**src/sv/bdpt_pkg.sv**
```systemverilog
// bdpt_pkg: shared types, codes and constants of the button debounce / power timer core
// no dependencies; imported by every module of the block
`default_nettype none

package bdpt_pkg;

  localparam int unsigned NUM_BUTTONS = 8;

  // message codes as reported on the result channel
  typedef enum logic [2:0] {
    MSG_NONE     = 3'd0,
    MSG_PUSHING  = 3'd1,
    MSG_PRESSED  = 3'd2,
    MSG_PUSHED   = 3'd3,
    MSG_RELEASED = 3'd4
  } msg_t;

  // operation codes of an input word
  localparam logic [1:0] OP_TICK    = 2'd0;
  localparam logic [1:0] OP_ACK     = 2'd1;
  localparam logic [1:0] OP_RESTAMP = 2'd2;

  // configuration register indexes
  localparam logic [2:0] REG_DEBOUNCE_TICKS       = 3'd0;
  localparam logic [2:0] REG_LONG_PRESS_TICKS     = 3'd1;
  localparam logic [2:0] REG_BACKLIGHT_TIMEOUT_MS = 3'd2;
  localparam logic [2:0] REG_POWEROFF_TIMEOUT_MS  = 3'd3;
  localparam logic [2:0] REG_HOLD_POWEROFF_TICKS  = 3'd4;
  localparam logic [2:0] REG_POWER_BUTTON_INDEX   = 3'd5;

  // configuration reset values
  localparam logic [7:0]  DEBOUNCE_TICKS_RST       = 8'd5;
  localparam logic [15:0] LONG_PRESS_TICKS_RST     = 16'd500;
  localparam logic [31:0] BACKLIGHT_TIMEOUT_MS_RST = 32'd30000;
  localparam logic [31:0] POWEROFF_TIMEOUT_MS_RST  = 32'd300000;
  localparam logic [15:0] HOLD_POWEROFF_TICKS_RST  = 16'd1000;
  localparam logic [2:0]  POWER_BUTTON_INDEX_RST   = 3'd0;

  localparam logic [15:0] HOLD_MAX = 16'hFFFF;

  typedef struct packed {
    logic [7:0]  debounce_ticks;
    logic [15:0] long_press_ticks;
    logic [31:0] backlight_timeout_ms;
    logic [31:0] poweroff_timeout_ms;
    logic [15:0] hold_poweroff_ticks;
    logic [2:0]  power_button_index;
  } cfg_t;

  typedef struct packed {
    logic        tracking;
    logic [2:0]  tracked_index;
    logic [7:0]  stable_count;
    logic        wake_swallow;
    msg_t        message;
    logic [15:0] hold_count;
    logic [31:0] activity_stamp;
    logic        backlight_dark;
    logic        shutdown_latched;
  } state_t;

endpackage

`default_nettype wire

```
**src/sv/bdpt_step.sv**
```systemverilog
// bdpt_step: next-state logic for one input word (debounce, press classification, timers)
// depends on bdpt_pkg
`default_nettype none

module bdpt_step (
  input  wire bdpt_pkg::cfg_t   cfg_i,
  input  wire bdpt_pkg::state_t st_i,
  input  wire [1:0]             operation_i,
  input  wire [7:0]             buttons_n_i,
  input  wire                   bus_powered_i,
  input  wire [31:0]            now_ms_i,
  output bdpt_pkg::state_t      st_o
);
  import bdpt_pkg::*;

  state_t      st_n;
  logic        pressed;
  logic        off;
  logic [31:0] elapsed;

  always_comb begin
    st_n    = st_i;
    pressed = 1'b0;
    off     = 1'b0;
    elapsed = '0;
    if (!st_i.shutdown_latched) begin
      unique case (operation_i)
        OP_TICK: begin
          if (!st_i.tracking) begin
            // lowest pressed button wins
            for (int i = NUM_BUTTONS - 1; i >= 0; i--) begin
              if (!buttons_n_i[i]) begin
                st_n.tracking      = 1'b1;
                st_n.tracked_index = 3'(i);
              end
            end
          end else begin
            pressed = !buttons_n_i[st_i.tracked_index];
            if (pressed) begin
              if (st_i.stable_count < cfg_i.debounce_ticks) begin
                st_n.stable_count = st_i.stable_count + 8'd1;
              end
            end else if (st_i.stable_count != 8'd0) begin
              st_n.stable_count = st_i.stable_count - 8'd1;
            end

            if (st_n.stable_count == cfg_i.debounce_ticks) begin
              // accepted press; a press on a dark backlight only wakes it
              st_n.wake_swallow   = st_i.wake_swallow | st_i.backlight_dark;
              st_n.backlight_dark = 1'b0;
              st_n.activity_stamp = now_ms_i;
              if (!st_n.wake_swallow) begin
                if (st_i.hold_count != HOLD_MAX) begin
                  st_n.hold_count = st_i.hold_count + 16'd1;
                end
                st_n.message = (st_n.hold_count > cfg_i.long_press_ticks) ?
                               MSG_PRESSED : MSG_PUSHING;
              end
            end else if (st_n.stable_count == 8'd0) begin
              // released
              st_n.wake_swallow = 1'b0;
              if (st_i.hold_count >= cfg_i.long_press_ticks) begin
                st_n.message = MSG_RELEASED;
              end else if (st_i.hold_count != 16'd0) begin
                st_n.message = MSG_PUSHED;
              end else begin
                st_n.message       = MSG_NONE;
                st_n.tracking      = 1'b0;
                st_n.tracked_index = 3'd0;
                st_n.hold_count    = 16'd0;
              end
            end
          end

          if (st_n.message == MSG_NONE) begin
            if (bus_powered_i) begin
              elapsed = now_ms_i - st_n.activity_stamp;
              if (elapsed >= cfg_i.poweroff_timeout_ms) begin
                off = 1'b1;
              end else if (elapsed >= cfg_i.backlight_timeout_ms) begin
                st_n.backlight_dark = 1'b1;
              end
            end else begin
              st_n.activity_stamp = now_ms_i;
            end
          end

          // long hold of the power button
          if (bus_powered_i && st_n.message == MSG_PRESSED && st_n.tracking &&
              st_n.tracked_index == cfg_i.power_button_index &&
              st_n.hold_count >= cfg_i.hold_poweroff_ticks) begin
            off = 1'b1;
          end

          if (off) begin
            st_n.shutdown_latched = 1'b1;
          end
        end
        OP_ACK: begin
          st_n.message       = MSG_NONE;
          st_n.tracking      = 1'b0;
          st_n.tracked_index = 3'd0;
          st_n.hold_count    = 16'd0;
        end
        OP_RESTAMP: begin
          st_n.activity_stamp = now_ms_i;
        end
        default: begin
          st_n = st_i;
        end
      endcase
    end
  end

  assign st_o = st_n;

endmodule

`default_nettype wire

```
**src/sv/button_debounce_press_power_timer_core.sv**
```systemverilog
// button_debounce_press_power_timer_core: top level of the button / power timer block
// depends on bdpt_pkg and bdpt_step
//
// usage
//   input channel: one word per tick or command (in_operation, in_buttons_n,
//     in_bus_powered, in_now_ms), accepted when in_valid is high and in_stall low
//   result channel: exactly one result word per input word, in order, accepted
//     when out_valid is high and out_stall low
//   config channel: cfg_index/cfg_data written when cfg_valid and cfg_ready are
//     high; cfg_ready is always high; write only while the block is idle
//   latency: the result of a word is in the output register one cycle after it
//     is accepted
//   throughput: one word per cycle; the whole step (debounce count, hold count,
//     one 32-bit elapsed-time subtract and compare) sits between the state
//     registers and the output register
//   stall: while a result waits in the output register and out_stall is high,
//     in_stall is raised; as soon as the result leaves, a new word is taken in
//     the same cycle
//   reset (rst_n low, synchronous): state cleared, registers back to their
//     defaults, output register empty; no clearing pass is needed
`default_nettype none

module button_debounce_press_power_timer_core (
  input  wire         clk,
  input  wire         rst_n,
  // input channel
  input  wire         in_valid,
  output logic        in_stall,
  input  wire [1:0]   in_operation,
  input  wire [7:0]   in_buttons_n,
  input  wire         in_bus_powered,
  input  wire [31:0]  in_now_ms,
  // result channel
  output logic        out_valid,
  input  wire         out_stall,
  output logic [2:0]  out_message,
  output logic [2:0]  out_button_index,
  output logic        out_button_selected,
  output logic [15:0] out_press_ticks,
  output logic        out_backlight_on,
  output logic        out_power_off,
  // configuration channel
  input  wire         cfg_valid,
  output logic        cfg_ready,
  input  wire [2:0]   cfg_index,
  input  wire [31:0]  cfg_data
);
  import bdpt_pkg::*;

  cfg_t   cfg_r;
  state_t st_r;
  state_t st_nxt;
  logic   in_accept;
  logic   out_valid_r;

  // result payload register
  logic [2:0]  message_r;
  logic [2:0]  button_index_r;
  logic        button_selected_r;
  logic [15:0] press_ticks_r;
  logic        backlight_on_r;
  logic        power_off_r;

  // the output register is free when empty or being drained this cycle
  assign in_stall  = out_valid_r & out_stall;
  assign in_accept = in_valid & ~in_stall;
  assign cfg_ready = 1'b1;

  bdpt_step u_step (
    .cfg_i         (cfg_r),
    .st_i          (st_r),
    .operation_i   (in_operation),
    .buttons_n_i   (in_buttons_n),
    .bus_powered_i (in_bus_powered),
    .now_ms_i      (in_now_ms),
    .st_o          (st_nxt)
  );

  // configuration registers
  always_ff @(posedge clk) begin
    if (!rst_n) begin
      cfg_r.debounce_ticks       <= DEBOUNCE_TICKS_RST;
      cfg_r.long_press_ticks     <= LONG_PRESS_TICKS_RST;
      cfg_r.backlight_timeout_ms <= BACKLIGHT_TIMEOUT_MS_RST;
      cfg_r.poweroff_timeout_ms  <= POWEROFF_TIMEOUT_MS_RST;
      cfg_r.hold_poweroff_ticks  <= HOLD_POWEROFF_TICKS_RST;
      cfg_r.power_button_index   <= POWER_BUTTON_INDEX_RST;
    end else if (cfg_valid && cfg_ready) begin
      unique case (cfg_index)
        REG_DEBOUNCE_TICKS:       cfg_r.debounce_ticks       <= cfg_data[7:0];
        REG_LONG_PRESS_TICKS:     cfg_r.long_press_ticks     <= cfg_data[15:0];
        REG_BACKLIGHT_TIMEOUT_MS: cfg_r.backlight_timeout_ms <= cfg_data;
        REG_POWEROFF_TIMEOUT_MS:  cfg_r.poweroff_timeout_ms  <= cfg_data;
        REG_HOLD_POWEROFF_TICKS:  cfg_r.hold_poweroff_ticks  <= cfg_data[15:0];
        REG_POWER_BUTTON_INDEX:   cfg_r.power_button_index   <= cfg_data[2:0];
        default: begin
          // unmapped index: write ignored
        end
      endcase
    end
  end

  // block state, advanced once per accepted word
  always_ff @(posedge clk) begin
    if (!rst_n) begin
      st_r.tracking         <= 1'b0;
      st_r.tracked_index    <= 3'd0;
      st_r.stable_count     <= 8'd0;
      st_r.wake_swallow     <= 1'b0;
      st_r.message          <= MSG_NONE;
      st_r.hold_count       <= 16'd0;
      st_r.activity_stamp   <= 32'd0;
      st_r.backlight_dark   <= 1'b0;
      st_r.shutdown_latched <= 1'b0;
    end else if (in_accept) begin
      st_r <= st_nxt;
    end
  end

  // output valid flag
  always_ff @(posedge clk) begin
    if (!rst_n) begin
      out_valid_r <= 1'b0;
    end else if (in_accept) begin
      out_valid_r <= 1'b1;
    end else if (!out_stall) begin
      out_valid_r <= 1'b0;
    end
  end

  // output payload, loaded from the new state of each accepted word
  always_ff @(posedge clk) begin
    if (in_accept) begin
      message_r         <= st_nxt.message;
      button_index_r    <= st_nxt.tracked_index;
      button_selected_r <= st_nxt.tracking;
      press_ticks_r     <= st_nxt.hold_count;
      backlight_on_r    <= ~st_nxt.backlight_dark;
      power_off_r       <= st_nxt.shutdown_latched;
    end
  end

  assign out_valid           = out_valid_r;
  assign out_message         = message_r;
  assign out_button_index    = button_index_r;
  assign out_button_selected = button_selected_r;
  assign out_press_ticks     = press_ticks_r;
  assign out_backlight_on    = backlight_on_r;
  assign out_power_off       = power_off_r;

endmodule

`default_nettype wire

```
**config.mk**
```make
export PLATFORM = sky130hd
export DESIGN_NAME = button_debounce_press_power_timer_core
export DESIGN_NICKNAME = d
export VERILOG_FILES = /design/src/sv/bdpt_pkg.sv /design/src/sv/bdpt_step.sv /design/src/sv/button_debounce_press_power_timer_core.sv
export SDC_FILE = /design/constraint.sdc
export NUM_CORES = 1
export LEC_CHECK = 0
export ABC_AREA = 1
export BUFFER_PORTS_ARGS = -buffer_cell sky130_fd_sc_hd__clkbuf_2
export CAP_MARGIN = 20
export CORE_ASPECT_RATIO = 1.2
export CORE_MARGIN = 2
export CORE_UTILIZATION = 40
export DETAILED_ROUTE_END_ITERATION = 10
export PLACE_DENSITY = 0.54
export SETUP_SLACK_MARGIN = 0.2
export SYNTH_ARGS = -nofsm -noshare
export SYNTH_HDL_FRONTEND = slang
export SYNTH_SLANG_ARGS = --single-unit
```
**constraint.sdc**
```tcl
create_clock -name clk -period 5.8 [get_ports clk]
set_input_delay 0.29 -clock clk [delete_from_list [all_inputs] [get_ports clk]]
set_output_delay 0.29 -clock clk [all_outputs]
set_load 0.1 [all_outputs]
```
# Word level (Yosys, flattened, before mapping)
# Index checks and enable logic that the tools add are counted.
# Widths: inputs -> output; s select.
[word_totals]
reg_bits = 199
latchBits = 0
ram_bits = 0
rom_bits = 0
in_bits = 83
out_inout_bits = 28
elab_cells = 134
n_memories = 0
[op_classes]
add_sub_neg = 4
n_mul = 0
div = 0
magnitude_cmp = 7
n_eq_ne = 14
shifts = 0
mux = 61
bitwise_logic = 6
reduce_logical = 20
[ops]
columns = ["cell", "count"]
rows = [
  ["$mux 61", 3],
  ["$mux 16", 8],
  ["$mux 33", 2],
  ["$mux 66", 1],
  ["$ge 32x32->1", 2],
  ["$pmux 32 s2", 1],
  ["$mux 4", 15],
  ["$mux 8", 6],
  ["$mux 20", 2],
  ["$pmux 19 s2", 1],
  ["$ge 16x16->1", 2],
  ["$mux 32", 1],
  ["$sub 32x32->32", 1],
  ["$mux 19", 1],
  ["$add 16x1->16 const B", 1],
  ["$gt 16x16->1", 1],
  ["$ne 16x16->1 const B", 1],
  ["$reduce_bool 16->1", 1],
  ["$mux 1", 13],
  ["$reduce_and 2->1", 6],
  ["$eq 3x2->1 const B", 3],
  ["$mux 9", 1],
  ["$add 8x1->8 const B", 1],
  ["$eq 8x8->1", 1],
  ["27 further kinds", 37],
]

# Longest topological paths before layout
[depth]
word_depth = 30
depth_mapped = 46
mapped_depth_nobuf = 45

# Cells and area by module
# From an unflattened synthesis, not the netlist that was laid out.
[unflattened]
hier_cells = 2580
hier_area_um2 = 16226.8
[modules_own_cells]
columns = ["module", "n_inst", "cells_each", "area_per_inst_um2", "seq_area_each_um2"]
rows = [
  ["bdpt_step", 1, 1663, 8979.9, 0.0],
  ["button_debounce_press_power_timer_core", 1, 917, 7247.0, 4234.1],
]

# Worst setup path after synthesis
# Ideal clock, no wire load.
[synth_timing]
kind = "register to register"
from = "reg cfg_r[106] (netlist name)"
to = "reg backlight_on_r, in the netlist out_backlight_on (data pin)"
setup_ns = 0.267
arrival_time_ns = 4.848
required_ns = 5.533
slack_ns = 0.685
stages_incl_launch_ff = 39
path_buffers = 3
synth_period_minus_slack_ns = 5.115
path_cell_list = "dfxtp_1 > inv_1 > ha_1 > a21oi_1 > nand2_1 > nor2_1 > nand2_1 > nand2_1 > nand3_2 > nand2_2 > nand2_1 > nand2_1 > nand2_1 > nor2_4 > nand3_4 > buf_6 > buf_2 > buf_2 > [3 not listed] > o21ai_0 > a21oi_1 > nor2_1 > a211oi_1 > nand2_1 > nand2_1 > nand2_1 > ha_1 > a21oi_1 > o21ai_0 > nand2_1 > o211ai_1 > a31oi_1 > nand2_1 > nor2_1 > nand3_1 > nand3_1 > o21ai_0"
[synth_via]
elab_chain_len = 20
word_cells_on_any_way = 25
classes_between = "add/sub (1); order compare (3); eq/ne (1); mux (17); bitwise (1); reduce/logical (2)"
[synth_lines]
columns = ["element", "line_no", "text"]
rows = [
  ["start: declaration", "button_debounce_press_power_timer_core.sv:50", "cfg_t cfg_r;"],
  ["$lt 8x8->1", "bdpt_step.sv:40", "if (st_i.stable_count < cfg_i.debounce_ticks) begin"],
  ["$mux 8", "bdpt_step.sv:40", ""],
  ["$mux 8", "bdpt_step.sv:39", "if (pressed) begin"],
  ["$mux 8", "bdpt_step.sv:29", "if (!st_i.tracking) begin"],
  ["$mux 8", "bdpt_step.sv:27", "unique case (operation_i)"],
  ["$mux 8", "bdpt_step.sv:26", "if (!st_i.shutdown_latched) begin"],
  ["$eq 8x8->1", "bdpt_step.sv:47", "if (st_n.stable_count == cfg_i.debounce_ticks) begin"],
  ["$mux 33", "bdpt_step.sv:47", ""],
  ["[4 not listed]", "--", ""],
  ["$ge 32x32->1", "bdpt_step.sv:80", "end else if (elapsed >= cfg_i.backlight_timeout_ms) begin"],
  ["$mux 1", "bdpt_step.sv:80", ""],
  ["$mux 1", "bdpt_step.sv:78", "if (elapsed >= cfg_i.poweroff_timeout_ms) begin"],
  ["$mux 1", "bdpt_step.sv:76", "if (bus_powered_i) begin"],
  ["$mux 33 (*)", "bdpt_step.sv:75", "if (st_n.message == MSG_NONE) begin"],
  ["$mux 2 (*)", "bdpt_step.sv:27", ""],
  ["$mux 66 (*)", "bdpt_step.sv:26", ""],
  ["$not 1->1 (*)", "button_debounce_press_power_timer_core.sv:138", "backlight_on_r <= ~st_nxt.backlight_dark;"],
  ["end signal: assignment", "button_debounce_press_power_timer_core.sv:138", ""],
  ["end: declaration", "button_debounce_press_power_timer_core.sv:61", "logic backlight_on_r;"],
]
# Mark *: on every way between the ends. The rest lies on a longest branch, timed or not. The select of a mux whose other input is x is not followed.
# A chain may end at the register's enable or synchronous reset.

==> insert_results.sql <==
INSERT INTO impl_metrics (metric_group, metric, value, unit) VALUES
('floorplan', 'die_width', '179.7', 'µm'),
('finish', 'number_of_nets_in_the_final_layout', '2550', ''),
('clock_tree', 'insertion_delay', '0.46', 'ns'),
('floorplan', 'die-height', '214.9', 'µm'),
('sta', 'max_freq', '184.3', 'MHz'),
('pwr', 'seqPwrFrac', '34.8', '%'),
('synthesis', 'async_reset_ff_share', '0', '%'),
('synthesis', 'ys_seq_elements', '199', ''),
('synthesis', 'synth_seq_area_share', '28.56', '%'),
('detailed_routing', 'routed_wire_length_per_instance', '17.09', 'µm'),
('sta', 'measured_slew_at_the_worst_slew_check_pin', '1.071', 'ns'),
('worst_setup_path', 'worst-endpoint-required', '6.16', 'ns'),
('floorplan', 'fp.coreArea', '0.03671', 'mm²'),
('finish', 'most_common_library_cell_in_the_layout_ignoring_fill_and_taps', 'nand2_1', ''),
('worst_setup_path', 'worst-r2r-cell-count', '38', ''),
('min_path', 'hold_path_end', 'out_valid', ''),
('worst_setup_path', 'worst-endpoint-arrival', '5.79', 'ns'),
('clock_tree', 'htree_num_levels', '4', ''),
('place', 'place.gp.congestion', '0.9125', ''),
('pwr', 'power_switching_share', '39.20', '%'),
('pwr', 'clock_power_share', '28.8', '%'),
('clock_tree', 'tritoncts', 'yes', ''),
('detailed_routing', 'antenna_left', '0', ''),
('grt', 'first_global_vias', '14140', ''),
('pwr', 'p_comb_share', '36.3', '%'),
('synthesis', 'yosys_warnings', '0', ''),
('synthesis', 'synth_top_cell_by_area', 'dfxtp_1', ''),
('min_path', 'timing.hold.worst.class', 'primary input to flip-flop', ''),
('clock_tree', 'worst_setup_hold_path_clk_slew', '0.08', 'ns'),
('pwr', 'p_leak', '8.130', 'nW'),
('finish', 'fin_util', '47.86', '%'),
('grt', 'grt_use_total', '24.13', '%'),
('grt', 'grt_first_pass_wirelength', '74110', 'µm'),
('finish', 'proportion_of_layout_cells_with_a_drive_suffix_above_1', '19.48', '%'),
('finish', 'filler_cell_count', '3768', ''),
('min_path', 'holdPathStages', '3', ''),
('sta', 'final_hold_viols', '0', ''),
('worst_setup_path', 'timing.rr.start', 'cfg_r[105]', ''),
('worst_setup_path', 'critPathKind', 'flip-flop to flip-flop', ''),
('clock_tree', 'tritoncts_num_sinks', '199', ''),
('place', 'placement.io_buffers', '109', ''),
('sta', 'fin_skew', '0.009266', 'ns'),
('worst_setup_path', 'critPathLaunchType', 'flip-flop', ''),
('worst_setup_path', 'critical_path_peak_fanout', '32', ''),
('min_path', 'hold_path.startpoint', 'out_stall', ''),
('finish', 'layout_common_cells', 'nand2_1, inv_1, a21oi_1', ''),
('detailed_routing', 'post-route-drc-count', '0', ''),
('worst_setup_path', 'cell_occurring_most_often_along_the_worst_timing_path', 'nand2_1', ''),
('synthesis', 'synthesis.nets', '2426', ''),
('floorplan', 'initial_core_utilization', '40.39', '%'),
('synthesis', 'yosys.area.top_type_share', '23.50', '%'),
('pwr', 'peakVddDrop', '0.2262', 'mV'),
('place', 'dp_slack', '-0.1853', 'ns'),
('finish', 'n_antenna_cell', '0', ''),
('detailed_routing', 'drt_iter0_markers', '800', ''),
('sta', 'grt_setup_unrepaired', 'yes', ''),
('pwr', 'power_density', '245.6', 'mW/mm²'),
('synthesis', 'synth_top_cells_by_area', 'dfxtp_1, ha_1, nand2_1', ''),
('synthesis', 'syn_inst', '2194', ''),
('floorplan', 'io_pins', '111', ''),
('sta', 'fin_worst_hold_slack', '0.07594', 'ns'),
('grt', 'grt_overflow', '0', ''),
('synthesis', 'synth_area_per_cell', '6.757', 'µm²'),
('sta', 'final.setup.tns', '0', 'ns'),
('clock_tree', 'clockRootBuffer', 'clkbuf_16', ''),
('outcome', 'outcome', 'completed', ''),
('synthesis', 'syn_area', '0.01482', 'mm²'),
('pwr', 'cellInternalPower', '2.623', 'mW'),
('worst_setup_path', 'crit_slowest_cell', 'ha_2', ''),
('run', 'timing.max_cap.violations', '0', ''),
('place', 'final_hpwl_from_detailed_placement', '36460', 'µm');
-- critical path: cells and delay by family (launching register included) --
kind / cells / cell delay, ns
buffers and inverters: 7 / 0.72
and+or+nand+nor: 20 / 1.81
AOI/OAI and AO/OA: 8 / 1.45
DFF: 1 / 0.33
adders and majority gates: 3 / 0.95
-- flip-flops by register name, summed over array words and instances, names as in the netlist, 3 cells and up, named ones only --
name and count:
cfg_r 107, out_button_index 3, out_message 3, out_press_ticks 16, st_r 65
-- cells by family after synthesis --
logic type,share of synthesized area (%)
AND/OR/NAND/NOR,24.99
AO/OA/AOI/OAI,21.03
buffers and inverters,10.71
flip-flops,28.56
adder cells (fa/ha/maj),12.58
XOR/XNOR,1.832
multiplexers,0.2701
other,0.02530
-- synthesized netlist by cell type, types with 4 or more instances --
| master | count |
|---|---|
| a21oi_1 | 266 |
| nand4_1 | 17 |
| buf_2 | 9 |
| o21ai_1 | 19 |
| buf_4 | 7 |
| clkinv_1 | 4 |
| o211ai_1 | 28 |
| o22ai_1 | 7 |
| nor3_1 | 29 |
| dfxtp_1 | 174 |
| nand3_1 | 136 |
| clkbuf_1 | 55 |
| o21a_1 | 5 |
| buf_1 | 5 |
| o21ai_0 | 193 |
| inv_1 | 308 |
| ha_1 | 149 |
| a211oi_1 | 9 |
| edfxtp_1 | 25 |
| nand2_2 | 26 |
| nor2_1 | 151 |
| nand3_2 | 15 |
| mux2i_1 | 4 |
| xor2_1 | 28 |
| a31oi_1 | 6 |
| a221oi_1 | 5 |
| nand3_4 | 4 |
| inv_2 | 16 |
| nor2_4 | 4 |
| a221oi_2 | 9 |
| nor4_1 | 4 |
| nand2_1 | 443 |
-- layout make-up --
type,count,share of cell area (%)
Inverter,328,7.016
Clock buffer,20,2.664
Multi-Input combinational cell,1589,55.61
Sequential cell,199,24.15
Tap cell,474,3.376
Clock inverter,12,0.6909
Timing Repair Buffer,183,6.489
-- repair_timing --
item                                    in CTS  in global routing
pin swaps                                    4                 45
hold buffers                                 0                  0
gates cloned                                 0                  1
setup buffers                                4                  7
endpoints found under the setup margin       4                  4
resized for setup                           32                162
-- worst max-delay path by stage --
| stage | from | end | slack [ns] | cells after the start |
|---|---|---|---|---|
| after CTS | cfg_r[106] | out_power_off | 0.20 | 37 |
| after global routing | cfg_r[106] | out_backlight_on | -0.07 | 43 |
| after detailed placement | cfg_r[106] | flip-flop | -0.19 | 37 |
| after floorplan | cfg_r[106] | out_backlight_on | 0.68 | 38 |
| after global placement | cfg_r[106] | flip-flop | -0.14 | 37 |
| final | cfg_r[105] | flip-flop | 0.37 | 38 |
-- power by group through the flow --
stage / clock [mW] / sequential (mW) / combinational, mW
after floorplan: 0 / 1.63 / 0.891
after global placement: 0 / 1.53 / 1.40
after detailed placement: 0 / 1.53 / 1.42
after CTS: 1.27 / 1.50 / 1.46
after global routing: 1.31 / 1.51 / 1.75
final: 1.24 / 1.50 / 1.57
-- metal layers --
layer	share of wire, %	routed length (µm)	GRT usage, %	up-vias
met5	0	0	0	-
met3	3.0	1436	2.745	92
li1	-	-	-	7565
met1	41	19880	27.58	6843
met2	51	24440	43.98	302
met4	4.6	2190	12.55	0
-- through the flow --
step	std cells	instance area, µm²
finish	2805	17570
global route	2805	17570
detailed placement	2759	16090
CTS	2795	16830
floorplan	2194	14820
global placement	2759	16090
(Power assumes the default switching activity.)
